--- config.mk ---
export PLATFORM = sky130hd
export DESIGN_NAME = pal_pulldown_22_detector
export DESIGN_NICKNAME = d
export VERILOG_FILES = /design/src/rtl/core/pal22_pkg.sv /design/src/rtl/core/pal22_update.sv /design/src/rtl/core/pal_pulldown_22_detector.sv
export SDC_FILE = /design/constraint.sdc
export NUM_CORES = 1
export LEC_CHECK = 0
export ABC_AREA = 1
export BUFFER_PORTS_ARGS = -buffer_cell sky130_fd_sc_hd__buf_4
export CAP_MARGIN = 20
export CORE_MARGIN = 2
export CORE_UTILIZATION = 50
export DETAILED_ROUTE_END_ITERATION = 6
export HOLD_SLACK_MARGIN = 0.06
export PLACE_DENSITY = 0.7
export SYNTH_ARGS = -nofsm -noshare
export SYNTH_HDL_FRONTEND = slang
export SYNTH_HIERARCHICAL = 1
export SYNTH_SLANG_ARGS = --single-unit
--- constraint.sdc ---
create_clock -name clk_i -period 6.2 [get_ports clk_i]
set_input_delay 1.24 -clock clk_i [delete_from_list [all_inputs] [get_ports clk_i]]
set_output_delay 1.24 -clock clk_i [all_outputs]
set_load 0.01 [all_outputs]
--- src/rtl/core/pal22_pkg.sv ---
// ----------------------------------------------------------------------------
// pal22_pkg
// Shared types and constants of the PAL 2:2 film cadence detector.
// ----------------------------------------------------------------------------
package pal22_pkg;

  localparam int unsigned THR_W   = 25;
  localparam int unsigned CNT_W   = 8;
  localparam int unsigned TALLY_W = 10;

  localparam logic signed [THR_W-1:0] DROP_THR_RST = -25'sd2000;
  localparam logic signed [THR_W-1:0] RISE_THR_RST = 25'sd2000;
  localparam logic [CNT_W-1:0]        LOCK_CNT_RST = 8'd4;
  localparam logic [CNT_W-1:0]        MARGIN_RST   = 8'd2;

  // Most negative tally value; the tally saturates there on the way down
  localparam logic signed [TALLY_W-1:0] TALLY_MIN = {1'b1, {(TALLY_W-1){1'b0}}};

  typedef enum logic [1:0] {
    MODE_VIDEO     = 2'd0,
    MODE_FILM_ODD  = 2'd1,
    MODE_FILM_EVEN = 2'd2
  } mode_e;

  typedef enum logic [1:0] {
    CFG_DROP_THR      = 2'd0,
    CFG_RISE_THR      = 2'd1,
    CFG_LOCK_CNT      = 2'd2,
    CFG_UNLOCK_MARGIN = 2'd3
  } cfg_idx_e;

  typedef enum logic {
    CMD_FIELD   = 1'b0,
    CMD_RESTART = 1'b1
  } cmd_e;

  typedef struct packed {
    logic signed [THR_W-1:0] drop_thr;
    logic signed [THR_W-1:0] rise_thr;
    logic [CNT_W-1:0]        lock_cnt;
    logic [CNT_W-1:0]        unlock_margin;
  } pal22_cfg_t;

  // Cadence control state; parity is "none" while par_valid is low
  typedef struct packed {
    logic signed [TALLY_W-1:0] tally;
    logic                      par_valid;
    logic                      par_odd;
    mode_e                     mode;
  } pal22_ctrl_t;

  function automatic logic signed [TALLY_W-1:0] tally_dec(
    input logic signed [TALLY_W-1:0] t
  );
    logic signed [TALLY_W-1:0] r;
    r = t;
    if (t != TALLY_MIN) begin
      r = t - TALLY_W'(1);
    end
    return r;
  endfunction

endpackage

--- src/rtl/core/pal22_update.sv ---
// ----------------------------------------------------------------------------
// pal22_update
// Next-state and result logic for one field or restart transaction.
// ----------------------------------------------------------------------------
module pal22_update #(
  parameter int unsigned COMB_BITS = 24
) (
  input  logic                       cmd_i,
  input  logic [COMB_BITS-1:0]       comb_i,
  input  logic                       odd_i,
  input  logic [COMB_BITS-1:0]       prev_comb_i,
  input  logic signed [COMB_BITS:0]  prev_delta_i,
  input  pal22_pkg::pal22_ctrl_t     ctrl_i,
  input  pal22_pkg::pal22_cfg_t      cfg_i,
  output logic [COMB_BITS-1:0]       prev_comb_o,
  output logic signed [COMB_BITS:0]  prev_delta_o,
  output pal22_pkg::pal22_ctrl_t     ctrl_o,
  output pal22_pkg::mode_e           mode_o,
  output logic                       flip_o
);
  import pal22_pkg::*;

  // Compare width covering both the change and the thresholds
  localparam int unsigned DW = COMB_BITS + 1;
  localparam int unsigned CW = (DW > THR_W) ? DW : THR_W;

  logic signed [DW-1:0]      delta;
  logic signed [CW-1:0]      delta_x, prev_x, drop_x, rise_x;
  logic                      is_drop, is_rise, prev_above;
  logic                      same_par;
  logic signed [TALLY_W-1:0] lock_s, target_s, t1, t2;
  pal22_ctrl_t               nxt;

  assign delta   = $signed({1'b0, comb_i}) - $signed({1'b0, prev_comb_i});
  assign delta_x = CW'(delta);
  assign prev_x  = CW'(prev_delta_i);
  assign drop_x  = CW'(cfg_i.drop_thr);
  assign rise_x  = CW'(cfg_i.rise_thr);

  assign is_drop    = delta_x < drop_x;
  assign is_rise    = delta_x > rise_x;
  assign prev_above = prev_x > drop_x;
  assign same_par   = ctrl_i.par_valid && (ctrl_i.par_odd == odd_i);

  assign lock_s   = $signed({{(TALLY_W-CNT_W){1'b0}}, cfg_i.lock_cnt});
  assign target_s = lock_s - $signed({{(TALLY_W-CNT_W){1'b0}}, cfg_i.unlock_margin});

  always_comb begin
    nxt = ctrl_i;
    t1  = ctrl_i.tally;
    t2  = ctrl_i.tally;
    if (cmd_i == CMD_RESTART) begin
      nxt.tally     = '0;
      nxt.par_valid = 1'b0;
      nxt.par_odd   = 1'b0;
    end else if (ctrl_i.mode == MODE_VIDEO) begin
      if (is_drop && prev_above) begin
        if (same_par) begin
          if (ctrl_i.tally < lock_s) begin
            nxt.tally = ctrl_i.tally + TALLY_W'(1);
          end else begin
            nxt.mode = odd_i ? MODE_FILM_ODD : MODE_FILM_EVEN;
          end
        end else begin
          nxt.par_valid = 1'b1;
          nxt.par_odd   = odd_i;
          nxt.tally     = TALLY_W'(1);
        end
      end
    end else begin
      // drop first (contrary parity counts down, same parity counts up), then a rise on the flip field
      if (is_drop) begin
        if (!same_par) begin
          if (prev_above) begin
            t1 = tally_dec(ctrl_i.tally);
          end
        end else if (ctrl_i.tally < lock_s) begin
          t1 = ctrl_i.tally + TALLY_W'(1);
        end
      end
      t2 = t1;
      if (is_rise && prev_above &&
          ((ctrl_i.mode == MODE_FILM_ODD && odd_i) ||
           (ctrl_i.mode == MODE_FILM_EVEN && !odd_i))) begin
        t2 = tally_dec(t1);
      end
      nxt.tally = t2;
      if (t2 == target_s) begin
        nxt.mode      = MODE_VIDEO;
        nxt.tally     = '0;
        nxt.par_valid = 1'b0;
        nxt.par_odd   = 1'b0;
      end
    end
  end

  always_comb begin
    if (cmd_i == CMD_RESTART) begin
      prev_comb_o  = '0;
      prev_delta_o = '0;
    end else begin
      prev_comb_o  = comb_i;
      prev_delta_o = delta;
    end
  end

  assign ctrl_o = nxt;
  assign mode_o = nxt.mode;
  assign flip_o = (cmd_i == CMD_FIELD) &&
                  ((nxt.mode == MODE_FILM_ODD && odd_i) ||
                   (nxt.mode == MODE_FILM_EVEN && !odd_i));

endmodule

--- src/rtl/core/pal_pulldown_22_detector.sv ---
// ----------------------------------------------------------------------------
// pal_pulldown_22_detector
// PAL 2:2 film cadence detector with stream input and result channels.
// ----------------------------------------------------------------------------
// Usage:
//   One input transaction per video field on s_axis: tdata carries the comb
//   factor and the field parity, tuser the command (new field or restart).
//   Each input transaction gives exactly one result on m_axis: the cadence
//   mode (video, film odd, film even) and a flag to weave and show now.
//   Settings are written over the cfg channel (index 0 drop threshold, 1 rise
//   threshold, 2 lock count, 3 unlock margin); cfg_ready_o is always high.
//   The user must write them only while no field is in flight; not enforced.
// Timing:
//   An input register feeds the update logic, which writes the result
//   register; a receiver stall holds the transaction in the input register.
//   One transaction per cycle is sustained while the receiver takes results;
//   the state update is one compare-and-add pass between those two registers.
// Reset and stall:
//   Reset restores the default settings, video mode and cleared counters.
//   When the receiver stalls, the result holds and one more input is taken
//   into the input register, then s_axis_tready drops until the result moves.
// ----------------------------------------------------------------------------
module pal_pulldown_22_detector #(
  parameter int unsigned COMB_BITS = 24
) (
  input  logic                                clk_i,
  input  logic                                rst_ni,
  input  logic                                s_axis_tvalid,
  output logic                                s_axis_tready,
  // [COMB_BITS-1:0] comb_factor, [COMB_BITS] field_odd, rest zero
  input  logic [((COMB_BITS+1+7)/8)*8-1:0]    s_axis_tdata,
  // [0] cmd
  input  logic                                s_axis_tuser,
  output logic                                m_axis_tvalid,
  input  logic                                m_axis_tready,
  // [1:0] mode, [2] flip_now, rest zero
  output logic [7:0]                          m_axis_tdata,
  input  logic                                cfg_valid_i,
  output logic                                cfg_ready_o,
  input  logic [1:0]                          cfg_index_i,
  input  logic [pal22_pkg::THR_W-1:0]         cfg_data_i
);
  import pal22_pkg::*;

  // configuration
  pal22_cfg_t cfg_q;

  assign cfg_ready_o = 1'b1;

  always_ff @(posedge clk_i or negedge rst_ni) begin
    if (!rst_ni) begin
      cfg_q.drop_thr      <= DROP_THR_RST;
      cfg_q.rise_thr      <= RISE_THR_RST;
      cfg_q.lock_cnt      <= LOCK_CNT_RST;
      cfg_q.unlock_margin <= MARGIN_RST;
    end else if (cfg_valid_i) begin
      unique case (cfg_idx_e'(cfg_index_i))
        CFG_DROP_THR:      cfg_q.drop_thr      <= $signed(cfg_data_i);
        CFG_RISE_THR:      cfg_q.rise_thr      <= $signed(cfg_data_i);
        CFG_LOCK_CNT:      cfg_q.lock_cnt      <= cfg_data_i[CNT_W-1:0];
        CFG_UNLOCK_MARGIN: cfg_q.unlock_margin <= cfg_data_i[CNT_W-1:0];
      endcase
    end
  end

  // input register
  logic                 in_valid_q;
  logic                 in_cmd_q;
  logic [COMB_BITS-1:0] in_comb_q;
  logic                 in_odd_q;
  logic                 fire;
  logic                 out_valid_q;

  assign fire          = in_valid_q && (!out_valid_q || m_axis_tready);
  assign s_axis_tready = !in_valid_q || fire;

  always_ff @(posedge clk_i or negedge rst_ni) begin
    if (!rst_ni) begin
      in_valid_q <= 1'b0;
    end else if (s_axis_tready) begin
      in_valid_q <= s_axis_tvalid;
    end
  end

  always_ff @(posedge clk_i) begin
    if (s_axis_tready && s_axis_tvalid) begin
      in_cmd_q  <= s_axis_tuser;
      in_comb_q <= s_axis_tdata[COMB_BITS-1:0];
      in_odd_q  <= s_axis_tdata[COMB_BITS];
    end
  end

  // detector state
  logic [COMB_BITS-1:0]      prev_comb_q, prev_comb_d;
  logic signed [COMB_BITS:0] prev_delta_q, prev_delta_d;
  pal22_ctrl_t               ctrl_q, ctrl_d;
  mode_e                     res_mode;
  logic                      res_flip;

  pal22_update #(
    .COMB_BITS(COMB_BITS)
  ) u_update (
    .cmd_i        (in_cmd_q),
    .comb_i       (in_comb_q),
    .odd_i        (in_odd_q),
    .prev_comb_i  (prev_comb_q),
    .prev_delta_i (prev_delta_q),
    .ctrl_i       (ctrl_q),
    .cfg_i        (cfg_q),
    .prev_comb_o  (prev_comb_d),
    .prev_delta_o (prev_delta_d),
    .ctrl_o       (ctrl_d),
    .mode_o       (res_mode),
    .flip_o       (res_flip)
  );

  always_ff @(posedge clk_i or negedge rst_ni) begin
    if (!rst_ni) begin
      prev_comb_q  <= '0;
      prev_delta_q <= '0;
      ctrl_q       <= '{tally: '0, par_valid: 1'b0, par_odd: 1'b0, mode: MODE_VIDEO};
    end else if (fire) begin
      prev_comb_q  <= prev_comb_d;
      prev_delta_q <= prev_delta_d;
      ctrl_q       <= ctrl_d;
    end
  end

  // result register
  mode_e out_mode_q;
  logic  out_flip_q;

  always_ff @(posedge clk_i or negedge rst_ni) begin
    if (!rst_ni) begin
      out_valid_q <= 1'b0;
    end else if (fire) begin
      out_valid_q <= 1'b1;
    end else if (m_axis_tready) begin
      out_valid_q <= 1'b0;
    end
  end

  always_ff @(posedge clk_i) begin
    if (fire) begin
      out_mode_q <= res_mode;
      out_flip_q <= res_flip;
    end
  end

  assign m_axis_tvalid = out_valid_q;
  assign m_axis_tdata  = {5'b0, out_flip_q, out_mode_q};

  // checks
  a_flip_needs_film: assert property (@(posedge clk_i) disable iff (!rst_ni)
    out_valid_q |-> !(out_flip_q && out_mode_q == MODE_VIDEO))
    else $error("flip flagged in video mode");

  a_restart_no_flip: assert property (@(posedge clk_i) disable iff (!rst_ni)
    (fire && in_cmd_q == CMD_RESTART) |=> (out_valid_q && !out_flip_q))
    else $error("restart result carries a flip");

  a_tally_bound: assert property (@(posedge clk_i) disable iff (!rst_ni)
    ctrl_q.tally <= $signed(TALLY_W'(255)))
    else $error("tally above lock range");

  a_ready_when_empty: assert property (@(posedge clk_i) disable iff (!rst_ni)
    !in_valid_q |-> s_axis_tready)
    else $error("input stalled with empty input register");

endmodule
# After elaboration in Yosys (flattened, before gate mapping)
# Cells that the tools add are included.
# word_totals
reg_bits,160
output_inout_bits,11
latch_bits,0
romBits,0
mem_bits_rw,0
wordCells,93
mem_count,0
# classes
reduce_logical,28
magnitude_cmp,4
mul,0
eq_ne,13
n_div,0
n_bitwise,1
n_mux,25
n_shift,0
add_sub_neg,5
# ops
operator,count
two-way mux 10 bit,12
> comparator 25 bit,2
two-way mux 14 bit,3
less-than comparator 25 bit,1
two-way mux 25 bit,1
subtractor 24 x 24 -> 25 bit,1
two-way mux 24 bit,1
"inequality test 10 bit, second input constant",2
"subtractor 10 x 2 -> 10 bit, second input constant",2
two-way mux 12 bit,1
logical AND 1 bit,11
"adder 10 x 2 -> 10 bit, second input constant",1
== test 10 bit,1
less-than comparator 10 x 9 -> 1 bit,1
two-way mux 2 bit,5
AND reduction 2 bit,5
subtractor 8 x 8 -> 9 bit,1
"== test 2 bit, second input constant",4
"== test 2 x 1 -> 1 bit, second input constant",3
"inequality test 3 bit, second input constant",2
logical NOT 2 bit,2
logical OR 1 bit,4
AND reduction 4 bit,1
logical NOT 1 bit,3
other kinds (5),6

# Longest topological paths before layout
# Gate-level depths: netlist of the first run.
# depth
word_depth,20
mapped_depth,57

# Cells and area by module
# The synthesis of the first run kept the hierarchy.
# by_module_without_submodules
module,cells_per_inst,area_each_um2,seq_area_each_um2,n_inst
pal_pulldown_22_detector,613,6288.5,4179.0,1
pal22_update,1065,6038.3,0.0,1

# Least setup slack after synthesis of the first run
# Ideal clock, no wire load.
# synth_timing
kind,reg2reg
from,reg prev_comb_q[0]
to,"reg out_mode_q[1], data pin"
stages_incl_launch_ff,49
required_time_ps,5949
n_path_buf,3
arrival_time_ps,5738
period_less_slack_ps,5989
slack_ps,211
path_cell_list,dfrtp_1 -> ha_1 -> fa_1 -> nor2_1 -> nand2_1 -> nand2_1 -> a21oi_1 -> o21bai_1 -> a21oi_1 -> o21ai_0 -> nand3_1 -> nand2_1 -> nand3_1 -> nand2_1 -> nand3_1 -> nand2_1 -> nand3_1 -> nand2_1 -> [13 not listed] -> nand2_2 -> buf_6 -> nand2_1 -> nand2_1 -> ha_1 -> nand3_2 -> inv_2 -> nand3_4 -> buf_8 -> nand3_2 -> nand2_1 -> nand3_1 -> nand3_1 -> nor2_2 -> nand3_2 -> a21oi_1 -> inv_1 -> buf_4
# synth_rtl
item,line,source
start: declaration,pal_pulldown_22_detector.sv:94,"logic [COMB_BITS-1:0] prev_comb_q, prev_comb_d;"
start signal: assignment,pal_pulldown_22_detector.sv:123,prev_comb_q <= prev_comb_d;
end signal: assignment,pal_pulldown_22_detector.sv:145,out_mode_q <= res_mode;
end: declaration,pal_pulldown_22_detector.sv:130,mode_e out_mode_q;

==> results.md, run 1 <==
- Largest area contributor in the netlist: dfrtp_1
- CTS tree: done
- # DRC: 0
- Largest net degree at the start of global routing: 77
- Setup_tns: 0 ns
- Met3 Track Usage GR: 0.0231
- TritonCTS Buffers: 17
- Synth area leaders: dfrtp_1, nand2_1, ha_1, nand3_1, edfxtp_1
- FF-to-FF path depth: 50
- Yosys warnings: 6
- Synth Flop Type: dfrtp_1
- Setup crit start kind: flop
- Number of flops mapped to enable cells by yosys: 29
- Global-route total usage across every layer: 0.254
- # port buffers: 62
- CP arrival: 6.51 ns
- Met2 GRT Util: 0.466
- Initial core utilization: 0.508
- Crit-path max cell delay: 0.41 ns
- Leak: approximately 0.0077 µW
- Antenna viol nets, final: 0
- DR vias/cell: 5.31
- DIE WIDTH: around 160 µm
- Cells after Synth: 1678
- Simple-gate area share of the yosys netlist: 0.332
- Achievable clock frequency: ~0.16 GHz
- Post-layout nets: 1984
- VDD IR max: between 300 and 400 µV
- Crit Path Max Fanout: 9
- Drt pass-1 iters: 5
- Max_cap viols: 0
- Slew of the pin with the lowest slew margin: ~1.0 ns
- Setup violators final: 0
- CP max-delay cell: fa_2
- Clock latency on the worst-skew pair: 0.43 ns
- Initial antenna violation count: 0
- Hold Fails Final Rpt: 0
- Netlist Area Pre-Place: 12300 µm²
- Most common cell in the synthesized netlist: nand2_1
- Final period utilization: 0.992
- Grt met1 use: 0.308
- Synth Area in Compound Gates: 0.0697
- DIE HEIGHT: 161 µm
- Pwr Density: 498 nW/µm²
- H-tree depth: 4
- Synthesized area per cell: 7.35 µm²
- Seq/Total Area, Yosys: 0.339
- Commonest cells in the netlist: nand2_1, inv_1, nand3_1
- Post-route clock skew: 0.0109 ns
- Final Critical Period: 6.15 ns
- Crit. End Element: flop
- Final WL: about 33 mm
- Outcome: complete, no violations
- Clock root cell: clkbuf_16
- Register bit count reported by yosys: 160
- Yosys cell types: 56
- I/O pin total: 76
- Final Cell Area: 14600 µm²
- Core box area: 24200 µm²
- RSZ-0062 raised after global routing: true
- Clock sink count: 160
- Area Growth Syn to Fin: 18.6%
- GP Congestion: 0.916
- CP Data Required Time: between 6 and 7 ns
- Vias in the first global route: approximately 11k
- Main combinational cell family by area after synthesis: simple AND/OR/NAND/NOR gates
- CTS clk-pin slew, worst paths: 0.07 ns
- Top-area cell type share of the netlist area: 0.217
- Synth Area in XOR/XNOR: 0.0249
- CP most frequent cell: nand2_2
- Die area: 25900 µm²
- Wire per inst: 15.3 µm
- Global-route wire length before repair: 53.4 mm
- Num rows: 57
- DP Wirelength: 22.9 mm
- Fillers: roughly 2.2k
- Async SR Flop Fraction: 0.819
- Post-Synth Adder-Cell Area: 0.121
- Slew HR: 0.318
- Clk buf depth: 2
- GRT overflow: 0
- Share of layout cells above drive strength 1: 0.216
- CP Class: flop to flop
- Max-slew violation count: 0
- Placed cell areas: 13400 µm²
- # diodes: 0
- Fraction of synthesized area in multiplexers: 0
- Hold-critical path depth: 2
- Min-Delay Path Class: flop to flop
- Routed via count: 11.3k
- 1st-iter DRT viols: 949
- Busiest grt layer: met2
## power by group
group	switching [µW]	internal, µW
combinational	2810	1950
clock	454	585
sequential	186	1300
## metal layers
metal	vias up	share of wire
li1	5645	-
met1	5372	0.41
met2	273	0.52
met3	59	0.036
met4	0	0.032
met5	-	0
## cell families after synthesis
kind of cell / after synthesis
AO/OA/AOI/OAI: 145
XOR/XNOR: 35
adder cells (fa/ha/maj): 118
buffers and inverters: 316
flip-flops: 160
other: 2
AND/OR/NAND/NOR: 902
## worst max-delay path, delay by kind of cell, from the launching register on
kind | cells | cell delay (ns)
adder cells (fa/ha/maj) | 3 | 0.81
AO/OA/AOI/OAI | 8 | 1.17
buffers and inverters | 7 | 0.89
AND/OR/NAND/NOR | 32 | 2.84
flip-flops | 1 | 0.36
## flip-flops by register name, indices dropped and copies added (netlist names)
| register | cells |
|---|---|
| prev_comb_q | 24 |
| ctrl_q | 14 |
| in_valid_q | 1 |
| out_flip_q | 1 |
| m_axis_tvalid | 1 |
| prev_delta_q | 25 |
| in_odd_q | 1 |
| in_comb_q | 24 |
| in_cmd_q | 1 |
| cfg_q | 66 |
| out_mode_q | 2 |
## layout by cell type (no fill, tap or decap), types with 9 or more instances in the layout
master and n:
nand2_1 461, inv_1 224, nand3_1 165, buf_4 161, ha_1 111, dfrtp_1 106
nor2_1 102, a21oi_1 70, nand4_1 50, nand2_2 41, edfxtp_1 29, xor2_1 29
dfstp_2 24, nand3_2 22, o21ai_0 21, clkbuf_16 18, inv_2 17, o21ai_2 14
nand2_4 10, nor2_4 9
## cell type report
cell class	count	area, µm²	area share
Tap cell	324	405	0.0277
Inverter	246	928	0.0635
Sequential cell	160	4180	0.286
Multi-Input combinational cell	1206	7200	0.492
Timing Repair Buffer	170	1330	0.0908
Clock buffer	20	458	0.0313
Clock inverter	12	119	0.00813
## final timing paths
check / startpoint / endpoint / slack [ns]
worst max register to register: in_comb_q[0]$_DFFE_PP_ / ctrl_q[11]$_DFFE_PN0P_ / 0.05
max in group asynchronous: rst_ni / cfg_q[40]$_DFFE_PN0P_ / 3.86
worst min register to register: cfg_q[53]$_DFFE_PN1P_ / cfg_q[53]$_DFFE_PN1P_ / 0.46
worst min-delay path: cfg_q[53]$_DFFE_PN1P_ / cfg_q[53]$_DFFE_PN1P_ / 0.46
min in group asynchronous: rst_ni / ctrl_q[0]$_DFFE_PN0P_ / 0.87
worst max-delay path: in_comb_q[0]$_DFFE_PP_ / ctrl_q[11]$_DFFE_PN0P_ / 0.05
## repair_timing
action                     in CTS  in global routing
hold buffers                    0                  0
buffers inserted                7                 12
gates cloned                    0                  0
gates resized for setup        32                 85
setup endpoints to repair      17                 17
pin swaps                      20                 65
## metrics by stage
stage           util  power, µW  hold WS (ns)  setup WS (ns)  instances
2_1_floorplan      -       4350         0.442          0.211       1682
3_3_place_gp   0.555       5570         0.453         -0.190       2087
3_5_place_dp   0.555       5680         0.456         -0.366       2087
4_1_cts        0.585       6890         0.466         0.0103       2126
5_1_grt        0.603       7940         0.482         -0.311       2138
6_report       0.603       7280         0.465         0.0479       2138
Power figures use the tool's default switching activity.
==> run 2: changes to the inputs <==
==> constraint.sdc (replaced) <==
create_clock -name clk_i -period 5.45 [get_ports clk_i]
set_input_delay 1.09 -clock clk_i [delete_from_list [all_inputs] [get_ports clk_i]]
set_output_delay 1.09 -clock clk_i [all_outputs]
set_load 0.01 [all_outputs]
==> run 2 against run 1 <==
Effect of this change:
- the run now ends with setup timing left
- worst setup slack worse by 0.77 ns
- cell area is 2.8% higher
- global-route usage is 0.17 points higher
- sequential power is 13% higher
- critical path type unchanged
- critical endpoint is now out_flip_q$_DFFE_PP_
==> results.md, run 2 (synthesis gave the netlist of run 1 again) <==
- Outcome: finished with violations (was complete, no violations)
- Failing checks: setup timing
- NetSw: 4080 µW (was 3450 µW)
- Pint: 4670 µW (was 3830 µW)
- Clock root cell: clkbuf_16 (unchanged)
- Num rows: 57 (unchanged)
- Largest registers: cfg_q x66, prev_delta_q x25 (unchanged)
- WHS Endpoint: cfg_q[20]$_DFFE_PN1P_ (was cfg_q[53]$_DFFE_PN1P_)
- DR vias/cell: 5.32 (was 5.31)
- DIE HEIGHT: 161 µm (unchanged)
- Final WL: 33.0 mm (was 32.7 mm)
- Core box area: 24200 µm² (unchanged)
- Met3 Track Usage GR: 0.0249 (was 0.0231)
- Max-slew violation count: 0 (unchanged)
- # DRC: 0 (unchanged)
- GP Congestion: 0.946 (was 0.916)
- Sw frac: 0.466 (was 0.473)
- Busiest grt layer: met2 (unchanged)
- Hold Fails Final Rpt: 0 (unchanged)
- Setup crit start kind: flop (unchanged)
- CP arrival: 6.36 ns (was 6.51 ns)
- Hold-critical path depth: 2 (unchanged)
- I/O pin total: 76 (unchanged)
- Most frequent cells in the layout: nand2_1, inv_1, buf_4 (was nand2_1, inv_1, nand3_1)
- Vias in the first global route: 11.1k (was 10.9k)
- Antenna viol nets, final: 0 (unchanged)
- Drt pass-1 iters: 5 (unchanged)
- Min-Delay Path Class: flop to flop (unchanged)
- Clock share of power: 0.140 (was 0.143)
- Area Growth Syn to Fin: 21.9% (was 18.6%)
- Max FFs per register: 66 (unchanged)
- Crit. End Element: flop (unchanged)
- Multi-input logic area: 7280 µm² (was 7200 µm²)
- CP Class: flop to flop (unchanged)
- Placed cell areas: 13700 µm² (was 13400 µm²)
- Post-layout nets: 2026 (was 1984)
- Crit-path max cell delay: 0.41 ns (about the same)
- CP Data Required Time: 5.64 ns (was 6.56 ns)
- DP Wirelength: 22.9 mm (about the same)
- Grt met1 use: 0.307 (was 0.308)
- Reg2reg setup slack: -0.72 ns (was 0.05 ns)
- Clk buf depth: 2 (unchanged)
- Initial antenna violation count: 0 (unchanged)
- Setup violators final: 17 (was 0)
- Slew of the pin with the lowest slew margin: 0.967 ns (was 1.02 ns)
- Largest Register: cfg_q (unchanged)
- # port buffers: 62 (unchanged)
- Clock latency on the worst-skew pair: 0.43 ns (about the same)
- Post-route clock skew: 0.00829 ns (was 0.0109 ns)
- Final Critical Period: 6.17 ns (was 6.15 ns)
- Worst r2r dst: out_flip_q$_DFFE_PP_ (was ctrl_q[11]$_DFFE_PN0P_)
- Die area: 25900 µm² (unchanged)
- Final period utilization: 1.13 (was 0.992)
- VDD IR max: 372 µV (was 311 µV)
- Pwr Density: 582 nW/µm² (was 498 nW/µm²)
- Wire per inst: 15.1 µm (was 15.3 µm)
- Sequential power share: 0.192 (was 0.204)
- Fillers: 2168 (was 2243)
- H-tree depth: 4 (unchanged)
- CTS tree: done (unchanged)
- Achievable clock frequency: 0.162 GHz (was 0.163 GHz)
- Commonest non-fill, non-tap cell in the layout: nand2_1 (unchanged)
- Reg-to-Reg Start: prev_comb_q[0]$_DFFE_PN0P_ (was in_comb_q[0]$_DFFE_PP_)
- Met2 GRT Util: 0.465 (was 0.466)
- # diodes: 0 (unchanged)
- CP most frequent cell: nand2_2 (unchanged)
- TritonCTS Buffers: 17 (unchanged)
- Global-route total usage across every layer: 0.256 (was 0.254)
- FF-to-FF path depth: 49 (was 50)
- DIE WIDTH: 161 µm (unchanged)
- Reg area: 4180 µm² (unchanged)
- Worst hold start: cfg_q[20]$_DFFE_PN1P_ (was cfg_q[53]$_DFFE_PN1P_)
- Combinational power share: 0.667 (was 0.653)
- GRT overflow: 0 (unchanged)
- Routed via count: 11.6k (was 11.3k)
- 1st-iter DRT viols: 834 (was 949)
- Max_cap viols: 0 (unchanged)
- Final Cell Area: 15000 µm² (was 14600 µm²)
- CTS clk-pin slew, worst paths: 0.07 ns (about the same)
- Initial core utilization: 0.508 (unchanged)
- Final setup margin: -0.718 ns (was 0.0479 ns)
- Global-route wire length before repair: 53.7 mm (was 53.4 mm)
- Crit Path Max Fanout: 6 (was 9)
- Clock sink count: 160 (unchanged)
- Total power: 8750 µW (was 7280 µW)
- CP max-delay cell: dfrtp_1 (was fa_2)
- Leak: 0.00792 µW (was 0.00770 µW)
- Slew HR: 0.354 (was 0.318)
- Final core utilization: 0.620 (was 0.603)
- Largest net degree at the start of global routing: 66 (was 77)
- Share of layout cells above drive strength 1: 0.239 (was 0.216)
- RSZ-0062 raised after global routing: true (unchanged)
## run 2: cell type report
type                            instances  area share
Sequential cell                       160       0.278
Tap cell                              324      0.0270
Multi-Input combinational cell       1207       0.485
Clock buffer                           19      0.0295
Inverter                              246      0.0616
Timing Repair Buffer                  211       0.109
Clock inverter                         13     0.00999
## run 2: per-stage QoR
step                hold slack (ns)  std cells  setup WS, ns  TNS [ns]
floorplan                     0.442       1682        -0.277     -2.96
global placement              0.452       2116        -0.711    -10.90
detailed placement            0.452       2116        -0.826    -12.89
CTS                           0.463       2170        -0.565     -8.67
global route                  0.471       2180         -1.12    -17.44
finish                        0.462       2180        -0.718    -10.56
## run 2: power groups by stage
stage | Combinational [µW] | Sequential [µW] | Clock (µW)
global route | 6470 | 1720 | 1290
CTS | 5390 | 1680 | 1240
finish | 5840 | 1680 | 1230
global placement | 4860 | 1700 | 0
floorplan | 3360 | 1630 | 0
detailed placement | 5000 | 1700 | 0
## run 2: what timing repair did
action,in CTS,in global routing
hold buffers,0,0
cloned,1,0
pin swaps,40,69
gates resized for setup,57,67
endpoints found under the setup margin,17,17
buffers inserted,21,11
hold endpoints to repair,0,0
## run 2: worst max path at each step
| stage | start | end | slack [ns] | depth (start not counted) |
|---|---|---|---|---|
| finish | prev_comb_q[0]$_DFFE_PN0P_ | out_flip_q$_DFFE_PP_ | -0.72 | 49 |
| global route | prev_comb_q[0]$_DFFE_PN0P_ | out_flip_q$_DFFE_PP_ | -1.12 | 48 |
| CTS | prev_comb_q[0]$_DFFE_PN0P_ | out_flip_q$_DFFE_PP_ | -0.56 | 50 |
| detailed placement | prev_comb_q[0]$_DFFE_PN0P_ | out_flip_q$_DFFE_PP_ | -0.83 | 49 |
| global placement | prev_comb_q[0]$_DFFE_PN0P_ | out_flip_q$_DFFE_PP_ | -0.71 | 49 |
| floorplan | prev_comb_q[0]$_DFFE_PN0P_ | out_mode_q[1]$_DFFE_PP_ | -0.28 | 47 |
## run 2: worst max-delay path: cells and delay by family, from the launching register on
family | cells | cell delay [ns]
buffers and inverters | 3 | 0.39
and+or+nand+nor | 35 | 3.10
AOI/OAI and AO/OA | 7 | 1.00
xor gates and xnor gates | 1 | 0.20
DFF | 1 | 0.41
adders and majority gates | 3 | 0.83
## run 2: routing by layer
layer / vias to the layer above / share of wire
met5: - / 0
met4: 0 / 0.041
met3: 85 / 0.035
met2: 321 / 0.51
met1: 5438 / 0.41
li1: 5750 / -
==> run 3: changes to the inputs <==
--- a/config.mk
+++ b/config.mk
@@ -5,7 +5,6 @@
 export SDC_FILE = /design/constraint.sdc
 export NUM_CORES = 1
 export LEC_CHECK = 0
-export ABC_AREA = 1
 export BUFFER_PORTS_ARGS = -buffer_cell sky130_fd_sc_hd__buf_4
 export CAP_MARGIN = 20
 export CORE_MARGIN = 2
==> run 3 against run 2 <==
Effect of this change:
- cell area decreased by 5.8%
- clock power about the same
- critical path depth decreased by 14
- total power decreased by 20%
- die area decreased by 7.1%
- utilization increased by 0.93 points
- the flow still finishes with violations (setup timing)
- sequential share of layout area increased by 1.7 points
==> results.md, run 3 <==
- Seq/Total Area, Yosys: 0.366 (was 0.339)
- CP Data Required Time: 5.77 ns (was 5.64 ns)
- Synth area leaders: dfrtp_1, ha_1, mux2_2, edfxtp_1, dfstp_2 (was dfrtp_1, nand2_1, ha_1, nand3_1, edfxtp_1)
- Async SR Flop Fraction: 0.819 (unchanged)
- Top-area cell type share of the netlist area: 0.234 (was 0.217)
- Failing checks: setup timing (unchanged)
- # DRC: 0 (unchanged)
- Num rows: 55 (was 57)
- # port buffers: 62 (unchanged)
- Post-route clock skew: 0.0171 ns (was 0.00829 ns)
- Worst r2r dst: ctrl_q[3]$_DFFE_PN0P_ (was out_flip_q$_DFFE_PP_)
- Clock latency on the worst-skew pair: 0.44 ns (was 0.43 ns)
- Most frequent cells in the layout: buf_4, mux2_2, ha_1 (was nand2_1, inv_1, buf_4)
- Final WL: 29.8 mm (was 33.0 mm)
- Min-Delay Path Class: flop to flop (unchanged)
- Outcome: finished with violations (unchanged)
- CP max-delay cell: or4b_4 (was dfrtp_1)
- Yosys cell types: 89 (was 56)
- DP Wirelength: 22.0 mm (was 22.9 mm)
- Final Cell Area: 14200 µm² (was 15000 µm²)
- Placed cell areas: 13100 µm² (was 13700 µm²)
- Commonest cells in the netlist: mux2_2, ha_1, inv_1 (was nand2_1, inv_1, nand3_1)
- CP Class: flop to flop (unchanged)
- I/O pin total: 76 (unchanged)
- FF-to-FF path depth: 35 (was 49)
- Core box area: 22500 µm² (was 24200 µm²)
- Total power: 6990 µW (was 8750 µW)
- Clock sink count: 160 (unchanged)
- DIE HEIGHT: 155 µm (was 161 µm)
- Slew of the pin with the lowest slew margin: 1.07 ns (was 0.967 ns)
- Area Growth Syn to Fin: 23.9% (was 21.9%)
- Largest Register: cfg_q (unchanged)
- Number of flops mapped to enable cells by yosys: 29 (unchanged)
- Post-layout nets: 1513 (was 2026)
- Max-slew violation count: 0 (unchanged)
- Share of layout cells above drive strength 1: 0.353 (was 0.239)
- WHS Endpoint: cfg_q[33]$_DFFE_PN0P_ (was cfg_q[20]$_DFFE_PN1P_)
- Hold Fails Final Rpt: 0 (unchanged)
- Final core utilization: 0.629 (was 0.620)
- # diodes: 0 (unchanged)
- Global-route total usage across every layer: 0.251 (was 0.256)
- Worst path bufs/invs: 3 (unchanged)
- Clk buf depth: 2 (unchanged)
- Crit-path max cell delay: 0.57 ns (was 0.41 ns)
- Initial antenna violation count: 0 (unchanged)
- RSZ-0062 raised after global routing: true (unchanged)
- Register bit count reported by yosys: 160 (unchanged)
- Max FFs per register: 66 (unchanged)
- Clock root cell: clkbuf_16 (unchanged)
- Global-route wire length before repair: 47.9 mm (was 53.7 mm)
- Cells after Synth: 1127 (was 1678)
- Most common cell in the synthesized netlist: mux2_2 (was nand2_1)
- CTS clk-pin slew, worst paths: 0.06 ns (was 0.07 ns)
- Crit Path Max Fanout: 8 (was 6)
- Vias in the first global route: 9400 (was 11.1k)
- Pwr Density: 494 nW/µm² (was 582 nW/µm²)
- Achievable clock frequency: 0.140 GHz (was 0.162 GHz)
- GRT overflow: 0 (unchanged)
- Antenna viol nets, final: 0 (unchanged)
- Delay-heaviest family, CP: compound AO/OA/AOI/OAI gates (was simple AND/OR/NAND/NOR gates)
- Reg2reg setup slack: -1.70 ns (was -0.72 ns)
- H-tree depth: 4 (unchanged)
- Netlist Area Pre-Place: 11400 µm² (was 12300 µm²)
- Slew HR: 0.287 (was 0.354)
- Synthesized area per cell: 10.1 µm² (was 7.35 µm²)
- Final period utilization: 1.31 (was 1.13)
- CTS tree: done (unchanged)
- 1st-iter DRT viols: 530 (was 834)
- Largest registers: cfg_q x66, prev_delta_q x25 (unchanged)
- Setup violators final: 17 (unchanged)
- Yosys warnings: 6 (unchanged)
- Largest area contributor in the netlist: dfrtp_1 (unchanged)
- Setup crit start kind: flop (unchanged)
- CP arrival: 7.46 ns (was 6.36 ns)
- TritonCTS Buffers: 17 (unchanged)
- Crit. End Element: flop (unchanged)
- Hold-critical path depth: 1 (was 2)
- Worst Hold Slack: 0.506 ns (was 0.462 ns)
- VDD IR max: 223 µV (was 372 µV)
- Final setup margin: -1.70 ns (was -0.718 ns)
- Largest net degree at the start of global routing: 71 (was 66)
- Initial core utilization: 0.508 (about the same)
- Die area: 24100 µm² (was 25900 µm²)
- GP Congestion: 0.945 (was 0.946)
- DIE WIDTH: 155 µm (was 161 µm)
- Reg-to-Reg Start: prev_comb_q[0]$_DFFE_PN0P_ (unchanged)
- Wire per inst: 18.3 µm (was 15.1 µm)
- Leak: 0.00656 µW (was 0.00792 µW)
- Max_cap viols: 0 (unchanged)
- Routed via count: 9214 (was 11.6k)
- Synth Flop Type: dfrtp_1 (unchanged)
- Worst hold start: cfg_q[33]$_DFFE_PN0P_ (was cfg_q[20]$_DFFE_PN1P_)
- Final Critical Period: 7.15 ns (was 6.17 ns)
- DR vias/cell: 5.66 (was 5.32)
- Commonest non-fill, non-tap cell in the layout: buf_4 (was nand2_1)
- Drt pass-1 iters: 5 (unchanged)
[run 3: power by group]
group | switching (µW) | leakage (µW) | internal (µW) | total [µW]
Clock | 551 | 0.000290 | 690 | 1240
Combinational | 2080 | 0.00441 | 2000 | 4090
Sequential | 181 | 0.00186 | 1480 | 1660
[run 3: stage by stage]
stage / TNS, ns / cells / setup slack, ns
2_1_floorplan: -24.60 / 1131 / -1.49
3_3_place_gp: -25.80 / 1573 / -1.55
3_5_place_dp: -30.79 / 1573 / -1.86
4_1_cts: -26.43 / 1618 / -1.59
5_1_grt: -32.05 / 1628 / -1.93
6_report: -27.86 / 1628 / -1.70
[run 3: worst reg2reg max path: cells and delay by family, from the launching register on]
kind,cells,cell delay [ns]
AOI/OAI and AO/OA,16,2.48
adders and majority gates,4,1.01
buffers and inverters,3,0.47
DFF,1,0.41
muxes,2,0.43
and+or+nand+nor,10,2.22
[run 3: routing by layer]
metal  global-route usage  share of wire  wire, µm
met5                    0              0         0
met3               0.0318          0.027       809
met2                0.449           0.52     15500
met1                0.298           0.41     12200
met4                0.126          0.046      1380
[run 3: kinds of logic (layout without fill, tap and decap cells)]
| group | Yosys count | after routing | share of synthesized area |
|---|---|---|---|
| and+or+nand+nor | 288 | 288 | 0.141 |
| AOI/OAI and AO/OA | 228 | 228 | 0.138 |
| DFF | 160 | 160 | 0.366 |
| buffers and inverters | 154 | 366 | 0.0585 |
| muxes | 139 | 139 | 0.136 |
| adders and majority gates | 118 | 118 | 0.131 |
| xor gates and xnor gates | 38 | 38 | 0.0291 |
| other | 2 | 6 | 0.000657 |
[run 3: how the worst max path moves through the flow]
stage                                     startpoint                      to  slack, ns  depth (start not counted)
after floorplan           prev_comb_q[0]$_DFFE_PN0P_  ctrl_q[11]$_DFFE_PN0P_      -1.49                         36
after global placement        in_comb_q[1]$_DFFE_PP_   ctrl_q[5]$_DFFE_PN0P_      -1.55                         32
after detailed placement      in_comb_q[1]$_DFFE_PP_   ctrl_q[5]$_DFFE_PN0P_      -1.86                         32
after CTS                     in_comb_q[0]$_DFFE_PP_   ctrl_q[4]$_DFFE_PN0P_      -1.59                         35
after global routing      prev_comb_q[0]$_DFFE_PN0P_  ctrl_q[11]$_DFFE_PN0P_      -1.93                         35
final                     prev_comb_q[0]$_DFFE_PN0P_   ctrl_q[3]$_DFFE_PN0P_      -1.70                         35
[run 3: layout make-up]
type | instances | area [µm²]
fillers | 1822 | 8350
multi-input cells | 817 | 6890
flip-flops and latches | 160 | 4180
repair buffers | 224 | 1730
clock buffers | 17 | 425
inverters | 110 | 413
well taps | 285 | 357
clock inverters | 15 | 170
[run 3: repair_timing]
item,in CTS,in global routing
gates cloned,1,0
buffers inserted,12,10
gates resized for setup,17,34
setup endpoints to repair,17,17
pin swaps,18,43
hold buffers,0,0
